## src/hw/rtl/wsd_pkg.sv

```systemverilog
// Shared types and constants for the WebSocket frame deframer.
// Used by wsd_front, wsd_queue, wsd_back and websocket_frame_deframer.
package wsd_pkg;

  typedef enum logic [2:0] {
    PH_HDR1    = 3'd0,
    PH_HDR2    = 3'd1,
    PH_EXTLEN  = 3'd2,
    PH_MASK    = 3'd3,
    PH_PAYLOAD = 3'd4,
    PH_CLOSED  = 3'd5,
    PH_DEAD    = 3'd6
  } phase_e;

  typedef enum logic [2:0] {
    KIND_DATA     = 3'd0,
    KIND_PING     = 3'd1,
    KIND_CLOSE    = 3'd2,
    KIND_RSV      = 3'd3,
    KIND_UNMASKED = 3'd4
  } kind_e;

  localparam logic [3:0] OP_CONT   = 4'h0;
  localparam logic [3:0] OP_TEXT   = 4'h1;
  localparam logic [3:0] OP_BINARY = 4'h2;
  localparam logic [3:0] OP_CLOSE  = 4'h8;
  localparam logic [3:0] OP_PING   = 4'h9;

  localparam logic [6:0] LEN_EXT16 = 7'd126;

  // One classified beat handed from the parser to the output side.
  typedef struct packed {
    logic [7:0] data;
    logic [7:0] key;
    logic       byte_valid;
    kind_e      kind;
    logic       last;
  } wsd_entry_t;

endpackage

```

## src/hw/rtl/wsd_front.sv

```systemverilog
// Header parser: walks the frame header, length and mask key, and
// classifies received bytes into queue entries. Depends on wsd_pkg.
module wsd_front (
  input  logic              clk_i,
  input  logic              rst_ni,
  input  logic              in_valid_i,
  output logic              in_ready_o,
  input  logic [7:0]        data_byte_i,
  input  logic              space_i,
  output logic              push_o,
  output wsd_pkg::wsd_entry_t entry_o
);
  import wsd_pkg::*;

  phase_e      phase_q, phase_d;
  logic [3:0]  opcode_q, opcode_d;
  logic [2:0]  fbc_q, fbc_d;
  logic [63:0] ext_q, ext_d;
  logic [31:0] key_q, key_d;
  logic [63:0] rem_q, rem_d;
  logic [1:0]  midx_q, midx_d;

  logic        accept;
  logic        deliver;
  kind_e       op_kind;
  logic [7:0]  key_byte;
  logic [63:0] ext_shift;
  phase_e      end_phase;

  assign in_ready_o = space_i;
  assign accept     = in_valid_i && space_i;
  assign ext_shift  = {ext_q[55:0], data_byte_i};
  assign end_phase  = (opcode_q == OP_CLOSE) ? PH_CLOSED : PH_HDR1;

  always_comb begin
    deliver = 1'b1;
    op_kind = KIND_DATA;
    case (opcode_q)
      OP_CONT, OP_TEXT, OP_BINARY: op_kind = KIND_DATA;
      OP_PING:                     op_kind = KIND_PING;
      OP_CLOSE:                    op_kind = KIND_CLOSE;
      default:                     deliver = 1'b0;
    endcase
  end

  always_comb begin
    case (midx_q)
      2'd0:    key_byte = key_q[31:24];
      2'd1:    key_byte = key_q[23:16];
      2'd2:    key_byte = key_q[15:8];
      default: key_byte = key_q[7:0];
    endcase
  end

  always_comb begin
    phase_d  = phase_q;
    opcode_d = opcode_q;
    fbc_d    = fbc_q;
    ext_d    = ext_q;
    key_d    = key_q;
    rem_d    = rem_q;
    midx_d   = midx_q;
    push_o   = 1'b0;
    entry_o  = '{data: 8'd0, key: 8'd0, byte_valid: 1'b0, kind: KIND_DATA, last: 1'b1};
    if (accept) begin
      case (phase_q)
        PH_HDR1: begin
          opcode_d = data_byte_i[3:0];
          fbc_d    = data_byte_i[6:4];
          phase_d  = PH_HDR2;
        end
        PH_HDR2: begin
          if (fbc_q != 3'd0 || !data_byte_i[7]) begin
            push_o        = 1'b1;
            entry_o.kind  = (fbc_q != 3'd0) ? KIND_RSV : KIND_UNMASKED;
            phase_d       = PH_DEAD;
          end else begin
            ext_d = '0;
            key_d = '0;
            if (data_byte_i[6:0] < LEN_EXT16) begin
              rem_d   = {57'd0, data_byte_i[6:0]};
              fbc_d   = 3'd0;
              phase_d = PH_MASK;
            end else begin
              fbc_d   = (data_byte_i[6:0] == LEN_EXT16) ? 3'd1 : 3'd7;
              phase_d = PH_EXTLEN;
            end
          end
        end
        PH_EXTLEN: begin
          ext_d = ext_shift;
          if (fbc_q == 3'd0) begin
            rem_d   = ext_shift;
            phase_d = PH_MASK;
          end else begin
            fbc_d = fbc_q - 3'd1;
          end
        end
        PH_MASK: begin
          key_d = {key_q[23:0], data_byte_i};
          fbc_d = fbc_q + 3'd1;
          if (fbc_d[2]) begin
            fbc_d  = 3'd0;
            midx_d = 2'd0;
            if (rem_q != 64'd0) begin
              phase_d = PH_PAYLOAD;
            end else begin
              // empty frame: one closing beat for delivered opcodes
              phase_d      = end_phase;
              push_o       = deliver;
              entry_o.kind = op_kind;
            end
          end
        end
        PH_PAYLOAD: begin
          midx_d = midx_q + 2'd1;
          rem_d  = rem_q - 64'd1;
          if (rem_q == 64'd1) begin
            phase_d = end_phase;
          end
          push_o  = deliver;
          entry_o = '{data: data_byte_i, key: key_byte, byte_valid: 1'b1,
                      kind: op_kind, last: (rem_q == 64'd1)};
        end
        default: begin
          // closed or dead: drop the byte
        end
      endcase
    end
  end

  always_ff @(posedge clk_i or negedge rst_ni) begin
    if (!rst_ni) begin
      phase_q  <= PH_HDR1;
      opcode_q <= '0;
      fbc_q    <= '0;
      ext_q    <= '0;
      key_q    <= '0;
      rem_q    <= '0;
      midx_q   <= '0;
    end else begin
      phase_q  <= phase_d;
      opcode_q <= opcode_d;
      fbc_q    <= fbc_d;
      ext_q    <= ext_d;
      key_q    <= key_d;
      rem_q    <= rem_d;
      midx_q   <= midx_d;
    end
  end

endmodule

```

## src/hw/rtl/wsd_queue.sv

```systemverilog
// Small FIFO of classified beats between the parser and the output stage.
// Depends on wsd_pkg for the entry type.
module wsd_queue #(
  parameter int unsigned Depth = 4
) (
  input  logic                clk_i,
  input  logic                rst_ni,
  input  logic                push_i,
  input  wsd_pkg::wsd_entry_t entry_i,
  output logic                space_o,
  input  logic                pop_i,
  output logic                nempty_o,
  output wsd_pkg::wsd_entry_t entry_o
);
  import wsd_pkg::*;

  localparam int unsigned PtrW = (Depth > 1) ? $clog2(Depth) : 1;
  localparam int unsigned CntW = $clog2(Depth + 1);

  wsd_entry_t            mem_q [Depth];
  logic [PtrW-1:0]       wr_ptr_q, wr_ptr_d;
  logic [PtrW-1:0]       rd_ptr_q, rd_ptr_d;
  logic [CntW-1:0]       cnt_q, cnt_d;
  logic                  do_push, do_pop;

  assign space_o  = (cnt_q != CntW'(Depth));
  assign nempty_o = (cnt_q != '0);
  assign do_push  = push_i && space_o;
  assign do_pop   = pop_i && nempty_o;
  assign entry_o  = mem_q[rd_ptr_q];

  always_comb begin
    wr_ptr_d = wr_ptr_q;
    rd_ptr_d = rd_ptr_q;
    cnt_d    = cnt_q;
    if (do_push) begin
      wr_ptr_d = (wr_ptr_q == PtrW'(Depth - 1)) ? '0 : wr_ptr_q + PtrW'(1);
    end
    if (do_pop) begin
      rd_ptr_d = (rd_ptr_q == PtrW'(Depth - 1)) ? '0 : rd_ptr_q + PtrW'(1);
    end
    if (do_push && !do_pop) begin
      cnt_d = cnt_q + CntW'(1);
    end else if (do_pop && !do_push) begin
      cnt_d = cnt_q - CntW'(1);
    end
  end

  always_ff @(posedge clk_i or negedge rst_ni) begin
    if (!rst_ni) begin
      wr_ptr_q <= '0;
      rd_ptr_q <= '0;
      cnt_q    <= '0;
    end else begin
      wr_ptr_q <= wr_ptr_d;
      rd_ptr_q <= rd_ptr_d;
      cnt_q    <= cnt_d;
    end
  end

  always_ff @(posedge clk_i) begin
    if (do_push) begin
      mem_q[wr_ptr_q] <= entry_i;
    end
  end

endmodule

```

## src/hw/rtl/wsd_back.sv

```systemverilog
// Output stage: pulls beats from the queue, unmasks payload bytes and
// holds the result in the output register. Depends on wsd_pkg.
module wsd_back (
  input  logic                clk_i,
  input  logic                rst_ni,
  input  logic                nempty_i,
  input  wsd_pkg::wsd_entry_t entry_i,
  output logic                pop_o,
  output logic                out_valid_o,
  input  logic                out_ready_i,
  output logic [7:0]          out_byte_o,
  output logic                byte_valid_o,
  output logic [2:0]          kind_o,
  output logic                last_o
);
  import wsd_pkg::*;

  logic       valid_q, valid_d;
  logic [7:0] byte_q, byte_d;
  logic       bvalid_q, bvalid_d;
  kind_e      kind_q, kind_d;
  logic       last_q, last_d;

  // load a new beat when the register is empty or being drained
  assign pop_o = nempty_i && (!valid_q || out_ready_i);

  always_comb begin
    valid_d  = valid_q;
    byte_d   = byte_q;
    bvalid_d = bvalid_q;
    kind_d   = kind_q;
    last_d   = last_q;
    if (out_ready_i) begin
      valid_d = 1'b0;
    end
    if (pop_o) begin
      valid_d  = 1'b1;
      byte_d   = entry_i.byte_valid ? (entry_i.data ^ entry_i.key) : 8'd0;
      bvalid_d = entry_i.byte_valid;
      kind_d   = entry_i.kind;
      last_d   = entry_i.last;
    end
  end

  always_ff @(posedge clk_i or negedge rst_ni) begin
    if (!rst_ni) begin
      valid_q <= 1'b0;
    end else begin
      valid_q <= valid_d;
    end
  end

  always_ff @(posedge clk_i) begin
    byte_q   <= byte_d;
    bvalid_q <= bvalid_d;
    kind_q   <= kind_d;
    last_q   <= last_d;
  end

  assign out_valid_o  = valid_q;
  assign out_byte_o   = byte_q;
  assign byte_valid_o = bvalid_q;
  assign kind_o       = kind_q;
  assign last_o       = last_q;

endmodule

```

## src/hw/rtl/websocket_frame_deframer.sv

```systemverilog
// Client-to-server WebSocket deframer: one received byte per beat, one byte
// per cycle sustained while the queue has space. The parser consumes every
// byte in the cycle it is accepted; results are registered in a QDepth-entry
// queue and then in an output register, and the input only stalls when the
// queue is full because the output side is held. Header, length and mask key
// bytes give no result, except that a reserved-bit or unmasked error and the
// last key byte of an empty data, ping or close frame each give one bare last
// beat. Reserved-bit or unmasked errors and completed close frames latch until
// reset. Depends on wsd_pkg, wsd_front, wsd_queue and wsd_back.
module websocket_frame_deframer #(
  parameter int unsigned QDepth = 4
) (
  input  logic       clk_i,
  input  logic       rst_ni,
  input  logic       in_valid_i,
  output logic       in_ready_o,
  input  logic [7:0] data_byte_i,
  output logic       out_valid_o,
  input  logic       out_ready_i,
  output logic [7:0] out_byte_o,
  output logic       byte_valid_o,
  output logic [2:0] kind_o,
  output logic       last_o
);
  import wsd_pkg::*;

  logic       space;
  logic       push;
  logic       pop;
  logic       nempty;
  wsd_entry_t front_entry;
  wsd_entry_t queue_entry;

  wsd_front u_front (
    .clk_i      (clk_i),
    .rst_ni     (rst_ni),
    .in_valid_i (in_valid_i),
    .in_ready_o (in_ready_o),
    .data_byte_i(data_byte_i),
    .space_i    (space),
    .push_o     (push),
    .entry_o    (front_entry)
  );

  wsd_queue #(
    .Depth(QDepth)
  ) u_queue (
    .clk_i   (clk_i),
    .rst_ni  (rst_ni),
    .push_i  (push),
    .entry_i (front_entry),
    .space_o (space),
    .pop_i   (pop),
    .nempty_o(nempty),
    .entry_o (queue_entry)
  );

  wsd_back u_back (
    .clk_i       (clk_i),
    .rst_ni      (rst_ni),
    .nempty_i    (nempty),
    .entry_i     (queue_entry),
    .pop_o       (pop),
    .out_valid_o (out_valid_o),
    .out_ready_i (out_ready_i),
    .out_byte_o  (out_byte_o),
    .byte_valid_o(byte_valid_o),
    .kind_o      (kind_o),
    .last_o      (last_o)
  );

endmodule
```

## config.mk

```make
export PLATFORM = sky130hd
export DESIGN_NAME = websocket_frame_deframer
export DESIGN_NICKNAME = d
export VERILOG_FILES = /design/src/hw/rtl/wsd_pkg.sv /design/src/hw/rtl/wsd_front.sv /design/src/hw/rtl/wsd_queue.sv /design/src/hw/rtl/wsd_back.sv /design/src/hw/rtl/websocket_frame_deframer.sv
export SDC_FILE = /design/constraint.sdc
export NUM_CORES = 1
export LEC_CHECK = 0
export BUFFER_PORTS_ARGS = -buffer_cell sky130_fd_sc_hd__buf_4
export CAP_MARGIN = 0
export CORE_UTILIZATION = 25
export CTS_CLUSTER_SIZE = 20
export DETAILED_ROUTE_END_ITERATION = 6
export PLACE_DENSITY = 0.49
export SYNTH_ARGS = -nofsm -noshare
export SYNTH_HDL_FRONTEND = slang
export SYNTH_HIERARCHICAL = 1
export SYNTH_SLANG_ARGS = --single-unit
```

## constraint.sdc

```tcl
create_clock -name clk_i -period 5.2 [get_ports clk_i]
set_input_delay 0.26 -clock clk_i [delete_from_list [all_inputs] [get_ports clk_i]]
set_output_delay 0.26 -clock clk_i [all_outputs]
set_load 0.02 [all_outputs]
```

Word-level counts from Yosys, hierarchy flattened
Memories as Yosys holds them, arrays and structs flattened.
Index checks and enable logic that the tools add are counted.
{"block": "totals", "word_cells": 130, "ramBits": 84, "mem_count": 1, "inputBits": 12, "out_inout_bits": 15, "regBits": 185}
{"memory": "u_queue.mem_q", "depth": 4, "word_bits": 21, "read_ports": 1, "rd_ports_with_merged_regs": 0, "write_ports": 1, "line_no": "wsd_queue.sv:20", "rtl": "wsd_entry_t mem_q [Depth];"}
{"block": "op_classes", "reduce_logical": 35, "n_eq_ne": 21, "order_cmp": 1, "add_sub_neg": 8, "n_bitwise": 1, "n_mux": 48}
{"cell": "64-bit two-way mux", "count": 3}
{"cell": "64-bit case mux with 3 select lines", "count": 1}
{"cell": "56-bit case mux with 2 select lines", "count": 1}
{"cell": "64-bit by 1-bit == test with 1-bit output (second input constant)", "count": 1}
{"cell": "32-bit case mux with 2 select lines", "count": 1}
{"cell": "64-bit nonzero test", "count": 1}
{"cell": "64-bit by 1-bit subtractor with 64-bit output (second input constant)", "count": 1}
{"cell": "56-bit two-way mux", "count": 1}
{"cell": "3-bit two-way mux", "count": 15}
{"cell": "32-bit two-way mux", "count": 1}
{"cell": "8-bit case mux with 3 select lines", "count": 1}
{"cell": "21-bit two-way mux", "count": 1}
{"cell": "17-bit two-way mux", "count": 1}
{"cell": "3-bit case mux with 5 select lines", "count": 1}
{"cell": "3-bit case mux with 4 select lines", "count": 1}
{"cell": "1-bit two-way mux", "count": 11}
{"cell": "2-bit two-way mux", "count": 5}
{"cell": "5-bit AND reduction", "count": 2}
{"cell": "2-bit nonzero test", "count": 5}
{"cell": "3-bit case mux with 3 select lines", "count": 1}
{"cell": "3-bit AND reduction", "count": 3}
{"cell": "3-bit nonzero test", "count": 3}
{"cell": "4-bit == test (second input constant)", "count": 2}
{"cell": "2-bit by 1-bit != test with 1-bit output (second input constant)", "count": 4}
{"cell": "other kinds (28)", "count": 47}

Depth between registers and ports, before layout
Gate-level depths: netlist of the first run.
{"block": "depth", "ltp_word": 12, "ltp_mapped": 15, "ltp_nobuf": 15}

Modules after synthesis
Netlist of the first run, hierarchy kept.
{"mod": "wsd_front", "seq_area_each_um2": 4103.9, "area_per_inst_um2": 8489.4, "cells_each": 898, "n_inst": 1}
{"mod": "wsd_queue", "seq_area_each_um2": 2697.6, "area_per_inst_um2": 3465.8, "cells_each": 146, "n_inst": 1}
{"mod": "wsd_back", "seq_area_each_um2": 415.4, "area_per_inst_um2": 554.3, "cells_each": 33, "n_inst": 1}

Worst setup path after synthesis of the first run
Ideal clock, no wire load.
{"block": "synth_path", "kind": "register to register", "from": "reg u_front.rem_q[34]", "to": "reg u_queue.cnt_q[2]", "path_buffers": 0, "setup_time_ns": 0.079, "required_ns": 5.121, "synth_period_minus_slack_ns": 4.013, "path_stages_with_launch": 14, "arrival_ns": 3.934, "setup_slack_ns": 1.187, "path_cell_list": "dfrtp_1 -> or4_4 -> or4_4 -> or4_4 -> o41ai_4 -> nand3b_1 -> a21oi_1 -> and2_4 -> ha_1 -> inv_1 -> fa_1 -> xor2_1 -> nor2_1 -> xor2_1"}
{"block": "synth_between", "elab_chain_cells": 9, "elab_cells_between_ends": 11, "cone_classes": "mux (5); reduce/logical (6)"}
{"item": "from (decl)", "line_no": "wsd_front.sv:20", "rtl": "logic [63:0] rem_q, rem_d;"}
{"item": "from (signal assigned)", "line_no": "wsd_front.sv:147", "rtl": "rem_q <= rem_d;"}
{"item": "64-bit nonzero test *", "line_no": "wsd_front.sv:105", "rtl": "if (rem_q != 64'd0) begin"}
{"item": "1-bit two-way mux *", "line_no": "wsd_front.sv:105"}
{"item": "1-bit two-way mux *", "line_no": "wsd_front.sv:102", "rtl": "if (fbc_d[2]) begin"}
{"item": "1-bit case mux with 3 select lines *", "line_no": "wsd_front.sv:66", "rtl": "case (phase_q)"}
{"item": "1-bit two-way mux *", "line_no": "wsd_front.sv:65", "rtl": "if (accept) begin"}
{"item": "via push", "line_no": "websocket_frame_deframer.sv:28", "rtl": "logic push;"}
{"item": "1-bit logical AND *", "line_no": "wsd_queue.sv:28", "rtl": "assign do_push = push_i && space_o;"}
{"item": "via u_queue.do_push", "line_no": "wsd_queue.sv:24", "rtl": "logic do_push, do_pop;"}
{"item": "1-bit zero test", "line_no": "wsd_queue.sv:44", "rtl": "end else if (do_pop && !do_push) begin"}
{"item": "1-bit logical AND", "line_no": "wsd_queue.sv:44"}
{"item": "2-bit nonzero test (no source line)"}
{"item": "to (signal assigned)", "line_no": "wsd_queue.sv:57", "rtl": "cnt_q <= cnt_d;"}
{"item": "to (decl)", "line_no": "wsd_queue.sv:23", "rtl": "logic [CntW-1:0] cnt_q, cnt_d;"}
Mark *: on every way through the listed nets, which the timed path passes. The rest lies on a longest branch.
A chain may end at the register's enable or synchronous reset.

Worst setup path in the final report of the first run
Ends and elaborated chain as after synthesis.

==> reports/results.ini, run 1 <==
[logic_synthesis]
yosys.area.top_type=dfrtp_1
synth.top_cells.by_area=dfrtp_1 (34%), edfxtp_1 (23%), a22o_1 (6.2%)
synth_common_cells=dfrtp_1 (172), edfxtp_1 (97), o21ai_0 (93)
async_flop_share_pct=63.9
yosys_most_used_dff=dfrtp_1
syn_area_um2=12500
yosys.cell_types.count=65
synth_top_area_share_pct=34.4
ys_ff_latch=269
syn_area_per_cell_um2=11.6
synth-warning-count=6
syn_inst=1077
synth.net_count=1105
synth_edf_count=97
synth.most_common_cell=dfrtp_1
synth_seq_area_share_pct=57.7

[critical_path]
r2r_end=u_queue/cnt_q[2]
crit_start=u_front/rem_q[34]
crit_buf_inv=1
cp.required_ns=5.70
slowest_delay_ns=0.59
path_delay_family=simple AND/OR/NAND/NOR gates
reg2reg_depth=13
slowest_stage=or4_4
cp_max_fo=5
crit_type=flop to flop
path_common_cell=or4_4
critical_path_depth=13
worstPathCellList=or4_4, or4_4, or4_4, o41ai_4, nand3b_1, a21oi_1, and2_4, ha_1, inv_1, fa_1, xor2_1, nor2_1, xor2_1
endpoint_kind=flop
worstPathArrival_ns=4.88
cp-start-kind=flop
worstReg2RegStart=u_front/rem_q[34]
ff2ff_setup_slack_ns=0.81

[timing]
finalHoldViolations=0
tightest_slew_ns=1.05
tns_ns=0
setup_slack_ns=0.815
timing.fmax_mhz=228
fin_crit_ns=4.39
slew_headroom_pct=29.5
rsz0062_at_grt=false
setup_viol=0
fin_worst_skew_ns=0.0104
timing.final.crit_share_pct=84.3
slew_violations=0

[outcome]
status=completed

[cells_and_area]
syn2layout_area_growth_pct=16.5
drive_gt1_share_pct=13.0
final_util_pct=29.7
nets=1117
fin_cells=1777
diodes=0
fill_cells=4990

[place]
portBuffers=26
place_congestion=0.797
post-place-cells=1716
dp_hpwl_mm=21.0
pre_cts_slack_ns=0.857

[floorplan]
fp.dieH_um=226
io_pins=27
row_count=81
die_area_um2=50900
die_width_um=226
initial_core_util_pct=25.4
fp.coreArea_um2=49200

[clock_tree]
post_cts_buffers=0
clock_latency_ns=0.58
clockBufferDepth=3
cts_tree=done
clkTransAtPathRegs_ns=0.06
cts.sinks=269
h-tree-depth=1
cts_buffers=30
cts_root_buffer=clkbuf_16

[power]
p_per_area_nw_per_um2=313
ir_worst_vdd_mv=0.235
p_leak_nw=5.53
finalPower_w=0.00456

[min_path]
hp-start=data_byte_i[7]
worst_hold_path_type=input port to flop
min_path_cells=2
hold_end=u_front/key_q[7]

[detailed_routing]
routed_wl_mm=33.8
vias_per_cell=5.12
drc=0
final_antenna_net_count=0
first_iter_violations=780
wl_per_cell_um=19.0
vias=9103
drtPass1Iterations=7

[global_routing]
grt_max_degree=103
use_met1_pct=18.7
busiest_layer=met2
antenna_found_initial=1
met2_usage_pct=21.2
grt_pass1_vias=9083
grt_first_pass_wirelength_mm=53.6
met3_usage_pct=2.26
grt_usage_pct=13.4
gr-total-overflow=0

[run]
drv_cap=0

==> where the power goes <==
group | leakage (nW) | internal, W | total (W) | switching, W
clock | 0.532 | 0.00142 | 0.00232 | 0.000903
combinational | 1.94 | 0.0000122 | 0.0000575 | 0.0000452
sequential | 3.06 | 0.00219 | 0.00219 | 0
==> routing by layer <==
layer / share of wire (%) / vias to the layer above
met5: 0 / -
met4: 2.7 / 0
met1: 47 / 4622
li1: - / 4206
met2: 46 / 211
met3: 4.5 / 64
==> repair_timing <==
action / in CTS / in global routing
hold buffers: 5 / 0
gates resized for setup: 0 / 0
endpoints found under the hold margin: 104 / 0
==> cells in the final DEF (no fill, tap or decap), drive strengths merged, types with 30 or more instances in the layout <==
cell / n
nor2: 88
edfxtp: 97
dfrtp: 172
a22o: 89
a21oi: 53
buf: 45
clkbuf: 40
nor4: 30
o21ai: 104
nand2: 48
nor3: 35
==> worst max path at each step <==
stage	endpoint
after floorplan	u_queue/cnt_q[2]
after global placement	u_queue/cnt_q[2]
after detailed placement	u_queue/cnt_q[2]
after CTS	u_queue/cnt_q[2]
after global routing	u_queue/cnt_q[2]
final	u_queue/cnt_q[2]
==> through the flow <==
stage               hold slack [ns]  instance area [um2]
floorplan                   -0.0356                12500
global placement              0.457                13400
detailed placement            0.456                13400
CTS                         0.00990                14600
global route                 0.0223                14600
finish                       0.0396                14600
==> sequential cells by signal, summed over array words and instances, names as in the netlist <==
signal	count
u_front/rem_q	64
u_back/last_o	1
u_back/byte_valid_o	1
u_queue/rd_ptr_q	2
u_front/phase_q	3
u_back/out_byte_o	8
u_back/kind_o	3
u_front/fbc_q	3
u_queue/mem_q	84
u_front/opcode_q	4
u_front/key_q	32
u_front/ext_q	56
u_back/out_valid_o	1
u_front/midx_q	2
u_queue/wr_ptr_q	2
u_queue/cnt_q	3
==> cell type report <==
class                      count  area, um2  area share, %
sequential                   269       7220           49.5
multi-input combinational    720       4980           34.1
tap                          664        831           5.70
clock buffer                  39        825           5.66
timing repair buffer          51        402           2.75
clock inverter                17        264           1.81
inverter                      17       63.8          0.438
==> cells by family after synthesis <==
logic type | share of synthesized area (%)
XOR/XNOR | 1.05
multiplexers | 4.81
flip-flops | 57.7
AO/OA/AOI/OAI | 19.6
AND/OR/NAND/NOR | 12.5
adder cells (fa/ha/maj) | 1.66
buffers and inverters | 2.73
Note: power is estimated with default switching activity, not from simulation.
==> run 2, diff against run 1 <==
--- a/config.mk
+++ b/config.mk
@@ -5,12 +5,13 @@
 export SDC_FILE = /design/constraint.sdc
 export NUM_CORES = 1
 export LEC_CHECK = 0
+export ABC_AREA = 1
 export BUFFER_PORTS_ARGS = -buffer_cell sky130_fd_sc_hd__buf_4
 export CAP_MARGIN = 0
 export CORE_UTILIZATION = 25
 export CTS_CLUSTER_SIZE = 20
 export DETAILED_ROUTE_END_ITERATION = 6
-export PLACE_DENSITY = 0.49
+export PLACE_DENSITY = 0.5
 export SYNTH_ARGS = -nofsm -noshare
 export SYNTH_HDL_FRONTEND = slang
 export SYNTH_HIERARCHICAL = 1
==> constraint.sdc (replaced) <==
create_clock -name clk_i -period 3.9 [get_ports clk_i]
set_input_delay 0.195 -clock clk_i [delete_from_list [all_inputs] [get_ports clk_i]]
set_output_delay 0.195 -clock clk_i [all_outputs]
set_load 0.02 [all_outputs]
==> reports/results.ini, run 2 <==
[outcome]
status=completed

[logic_synthesis]
synth_common_cells=nand2_1 (443), nor2_1 (265), inv_1 (183)
ys_ff_latch=269
synth.top_cells.by_area=dfrtp_1 (30%), edfxtp_1 (21%), nand2_1 (12%)
syn_area_per_cell_um2=8.16
synth.net_count=1758
yosys.cell_types.count=48
synth_edf_count=97
async_flop_share_pct=63.9
syn_area_um2=14100
yosys_most_used_dff=dfrtp_1
synth_seq_area_share_pct=51.1
syn_inst=1730
synth-warning-count=6
synth_top_area_share_pct=30.5
synth.most_common_cell=nand2_1
yosys.area.top_type=dfrtp_1

[cells_and_area]
top_regs=u_queue/mem_q x84, u_front/rem_q x64, u_front/ext_q x56
drive_gt1_share_pct=10.9
max_flop_register=u_queue/mem_q
final_area_um2=16100
fill_cells=5895
final_util_pct=29.1
diodes=0
layout_common_cells=nand2_1 (443), nor2_1 (261), inv_1 (183), dfrtp_1 (171), o21ai_0 (106)
final_common_cell=nand2_1
syn2layout_area_growth_pct=14.3
largest_register_ffs=84
nets=1777

[power]
switchingPower_w=0.00207
switching_share_pct=28.6
p_clk_share_pct=41.3
p_leak_nw=7.64
combPwrFrac_pct=14.2
pwr-share-seq_pct=44.5
intPower_w=0.00518
finalPower_w=0.00725
ir_worst_vdd_mv=0.335
p_per_area_nw_per_um2=449

[critical_path]
cp-start-kind=flop
crit_buf_inv=5
path_common_cell=nand2_1
path_delay_family=simple AND/OR/NAND/NOR gates
slowest_stage=dfrtp_1
endpoint_kind=flop
cp_max_fo=7
crit_type=flop to flop
worstPathArrival_ns=3.75
slowest_delay_ns=0.38
worstPathCellList=inv_1, ha_1, nand2_2, nor2_4, nand2_2, nor2_1, nand2_1, nor2_1, nand3_1, nand3_1, nand2_1, inv_1, nand2_2, inv_2, ha_1, inv_1, fa_1, inv_1, nand2_1, nand3_1, nand2_1, nand2_1
cp.required_ns=4.43

[detailed_routing]
wl_per_cell_um=16.5
drtPass1Iterations=5
vias=11600
drc=0
vias_per_cell=4.62
first_iter_violations=888
final_antenna_net_count=0
routed_wl_mm=41.6

[run]
drv_cap=0

[place]
portBuffers=26
place_congestion=0.905
place_area_um2=15000
dp_hpwl_mm=29.0

[floorplan]
fp.dieH_um=240
die_width_um=240
die_area_um2=57400
io_pins=27
fp.coreArea_um2=55400
row_count=86
initial_core_util_pct=25.5

[timing]
timing.final.crit_share_pct=82.5
tns_ns=0
setup_viol=0
slew_violations=0
rsz0062_at_grt=false
fin_crit_ns=3.22
slew_headroom_pct=33.2
hold_ws_ns=0.0277
finalHoldViolations=0
fin_worst_skew_ns=0.0137
timing.fmax_mhz=311
tightest_slew_ns=1.00

[clock_tree]
cts_root_buffer=clkbuf_16
clkTransAtPathRegs_ns=0.06
cts_buffers=31
cts.sinks=269
clockBufferDepth=3
post_cts_resized=0
clock_latency_ns=0.59
cts_tree=done
h-tree-depth=1

[min_path]
worst_hold_path_type=input port to flop

[global_routing]
met2_usage_pct=24.7
grt_pass1_vias=11500
use_met1_pct=20.0
grt_usage_pct=14.7
met3_usage_pct=1.92
gr-total-overflow=0
antenna_found_initial=0
busiest_layer=met2
grt_first_pass_wirelength_mm=66.2
grt_max_degree=113

## run 2: cell type report
cell class                 instances  area (um2)  area share (%)
inverter                         198         743            4.60
clock inverter                    16         178            1.10
multi-input combinational       1197        5780            35.8
timing repair buffer              52         422            2.61
clock buffer                      42         867            5.37
tap                              748         936            5.80
sequential                       269        7220            44.7
## run 2: power by group through the flow
stage | combinational (W) | clock (W) | sequential (W)
finish | 0.00103 | 0.00299 | 0.00323
global route | 0.00116 | 0.00317 | 0.00325
CTS | 0.00106 | 0.00306 | 0.00323
detailed placement | 0.00106 | 0 | 0.00328
global placement | 0.00105 | 0 | 0.00328
floorplan | 0.000798 | 0 | 0.00324
## run 2: per-stage QoR
stage               setup WS (ns)  instances
floorplan                   0.857       1730
global placement            0.787       2459
detailed placement          0.682       2459
CTS                         0.694       2522
global route                0.344       2522
finish                      0.681       2522
## run 2: what timing repair did
item | 4_1_cts | 5_1_grt
setup buffers | 0 | 0
endpoints found under the hold margin | 113 | 0
hold buffers | 5 | 0
## run 2: logic make-up after synthesis
logic type,Yosys count,share of synthesized area (%)
AND/OR/NAND/NOR,880,25.8
adder cells (fa/ha/maj),16,1.47
buffers and inverters,264,8.11
AO/OA/AOI/OAI,298,13.3
XOR/XNOR,3,0.186
flip-flops,269,51.1
## run 2: metal layers
| metal | up-vias | routed length, um |
|---|---|---|
| met1 | 5608 | 19200 |
| met3 | 52 | 1940 |
| met5 | - | 0 |
| met4 | 0 | 832 |
| met2 | 286 | 19600 |
| li1 | 5694 | - |
## run 2: worst paths after layout
path	from	to	slack [ns]	depth (start not counted)
min in group asynchronous	rst_ni	u_front/ext_q[17]	0.33	2
min	data_byte_i[7]	u_queue/mem_q[0][3]	0.03	2
max in group asynchronous	rst_ni	u_queue/rd_ptr_q[0]	2.60	3
max reg2reg	u_front/rem_q[0]	u_queue/cnt_q[2]	0.68	22
max	u_front/rem_q[0]	u_queue/cnt_q[2]	0.68	22
min reg2reg	u_front/ext_q[18]	u_front/ext_q[18]	0.47	2
==> run 3, diff against run 2 <==
--- a/config.mk
+++ b/config.mk
@@ -5,7 +5,7 @@
 export SDC_FILE = /design/constraint.sdc
 export NUM_CORES = 1
 export LEC_CHECK = 0
-export ABC_AREA = 1
+export ABC_AREA = 0
 export BUFFER_PORTS_ARGS = -buffer_cell sky130_fd_sc_hd__buf_4
 export CAP_MARGIN = 0
 export CORE_UTILIZATION = 25
==> constraint.sdc (replaced) <==
create_clock -name clk_i -period 2.73 [get_ports clk_i]
set_input_delay 0.1365 -clock clk_i [delete_from_list [all_inputs] [get_ports clk_i]]
set_output_delay 0.1365 -clock clk_i [all_outputs]
set_load 0.02 [all_outputs]
==> reports/results.ini, run 3 (same netlist as run 1, synthesis figures left out) <==
[outcome]
status=complete, but fails checks
violations=setup timing

[cells_and_area]
largest_register_ffs=84
diodes=0
fill_cells=4979
max_flop_register=u_queue/mem_q
layout_common_cells=dfrtp_1 (172), buf_4 (163), edfxtp_1 (97), o21ai_0 (91), a22o_1 (89)
top_regs=u_queue/mem_q x84, u_front/rem_q x64, u_front/ext_q x56
final_area_um2=16100
syn2layout_area_growth_pct=28.3
nets=1265
drive_gt1_share_pct=23.9
fin_cells=1924
final_common_cell=dfrtp_1

[detailed_routing]
routed_wl_mm=36.2
drc=0
vias_per_cell=5.05
drtPass1Iterations=5
wl_per_cell_um=18.8
first_iter_violations=872
final_antenna_net_count=0
vias=9709

[clock_tree]
clockBufferDepth=3
h-tree-depth=1
cts_buffers=29
cts_root_buffer=clkbuf_16
cts_tree=done
clkTransAtPathRegs_ns=0.06
clock_latency_ns=0.57
cts.sinks=269

[floorplan]
fp.coreArea_um2=49200
row_count=81
fp.dieH_um=226
die_width_um=226
die_area_um2=50900
initial_core_util_pct=25.4
io_pins=27

[timing]
fin_crit_ns=3.72
setup_slack_ns=-0.991
setup_viol=104
tightest_slew_ns=0.681
timing.fmax_mhz=269
tns_ns=-66.36
finalHoldViolations=0
slew_headroom_pct=54.6
timing.final.crit_share_pct=136
fin_worst_skew_ns=0.0132
rsz0062_at_grt=true
slew_violations=0

[power]
p_leak_nw=6.35
ir_worst_vdd_mv=0.420
p_clk_share_pct=48.9
switchingPower_w=0.00177
switching_share_pct=21.1
combPwrFrac_pct=1.4
p_per_area_nw_per_um2=522
intPower_w=0.00661
pwr-share-seq_pct=49.7

[place]
post-place-cells=1844
place_area_um2=14600
dp_hpwl_mm=22.9
place_congestion=0.788
portBuffers=26

[critical_path]
worstPathCellList=or4_4, or4_4, or4_4, o41ai_4, nand3b_1, a21oi_2, and2_4, ha_4, inv_2, fa_2, xor2_1, nor2_1, xor2_1
crit_type=flop to flop
slowest_stage=or4_4
cp_max_fo=2
cp.required_ns=3.22
path_common_cell=or4_4
worstPathArrival_ns=4.21
slowest_delay_ns=0.57
endpoint_kind=flop
cp-start-kind=flop

[run]
drv_cap=0

[global_routing]
antenna_found_initial=1
grt_max_degree=89
grt_pass1_vias=9728
grt_first_pass_wirelength_mm=56.9
grt_usage_pct=14.2
gr-total-overflow=0

[min_path]
worst_hold_path_type=input port to asynchronous set/reset pin

-- run 3: per-stage QoR --
step	hold slack, ns	setup slack [ns]	util, %	power (W)
detailed placement	0.193	-1.11	29.6	0.00435
global route	0.202	-1.19	32.7	0.00866
global placement	0.192	-1.09	29.6	0.00435
floorplan	-0.159	-1.09	-	0.00425
CTS	0.177	-1.01	32.5	0.00850
finish	0.144	-0.991	32.7	0.00838
-- run 3: path summary, 6_finish.rpt --
check                                       start            endpoint  slack [ns]  depth (start not counted)
max in group asynchronous                  rst_ni    u_front/rem_q[9]        1.72                          3
min in group clk_i                     in_valid_i  u_front/phase_q[1]        0.22                          5
worst max register to register  u_front/rem_q[33]    u_queue/cnt_q[2]       -0.99                         13
worst min register to register   u_queue/cnt_q[2]    u_queue/cnt_q[2]        0.49                          1
worst min-delay path                       rst_ni   u_front/ext_q[43]        0.14                          2
worst max-delay path            u_front/rem_q[33]    u_queue/cnt_q[2]       -0.99                         13
-- run 3: area by class of cell --
cell class	count	area, um2	area share, %
clock buffers	39	823	5.13
clock inverters	15	179	1.11
inverters	17	63.8	0.397
multi-input cells	720	5060	31.5
flip-flops and latches	269	7220	45.0
well taps	664	831	5.17
repair buffers	200	1880	11.7
-- run 3: metal layers --
metal	track usage [%]	share of wire, %	up-vias
met5	0	0	-
met1	19.9	46	4909
li1	-	-	4510
met3	2.07	4.8	45
met4	2.74	1.7	0
met2	23.3	47	245
-- run 3: repair_timing --
item,CTS,global route
setup endpoints to repair,104,108
hold buffers,10,0
resized for setup,19,7
pin swaps,11,4
cloned,7,4
hold endpoints to repair,93,0
setup buffers,13,3
-- run 3: power by group through the flow --
| stage | Sequential (W) | Clock (W) | Combinational, W |
|---|---|---|---|
| after floorplan | 0.00424 | 0 | 0.00000987 |
| after global placement | 0.00424 | 0 | 0.000114 |
| after detailed placement | 0.00424 | 0 | 0.000115 |
| after CTS | 0.00416 | 0.00422 | 0.000127 |
| after global routing | 0.00416 | 0.00437 | 0.000136 |
| final | 0.00416 | 0.00410 | 0.000120 |
-- run 3: worst max-delay path, delay by kind of cell, from the launching register on --
family / cells / cell delay, ns
flops: 1 / 0.37
fa+ha+maj: 2 / 0.46
xor+xnor: 2 / 0.29
simple gates: 6 / 2.08
compound gates: 2 / 0.42
buf+inv: 1 / 0.03
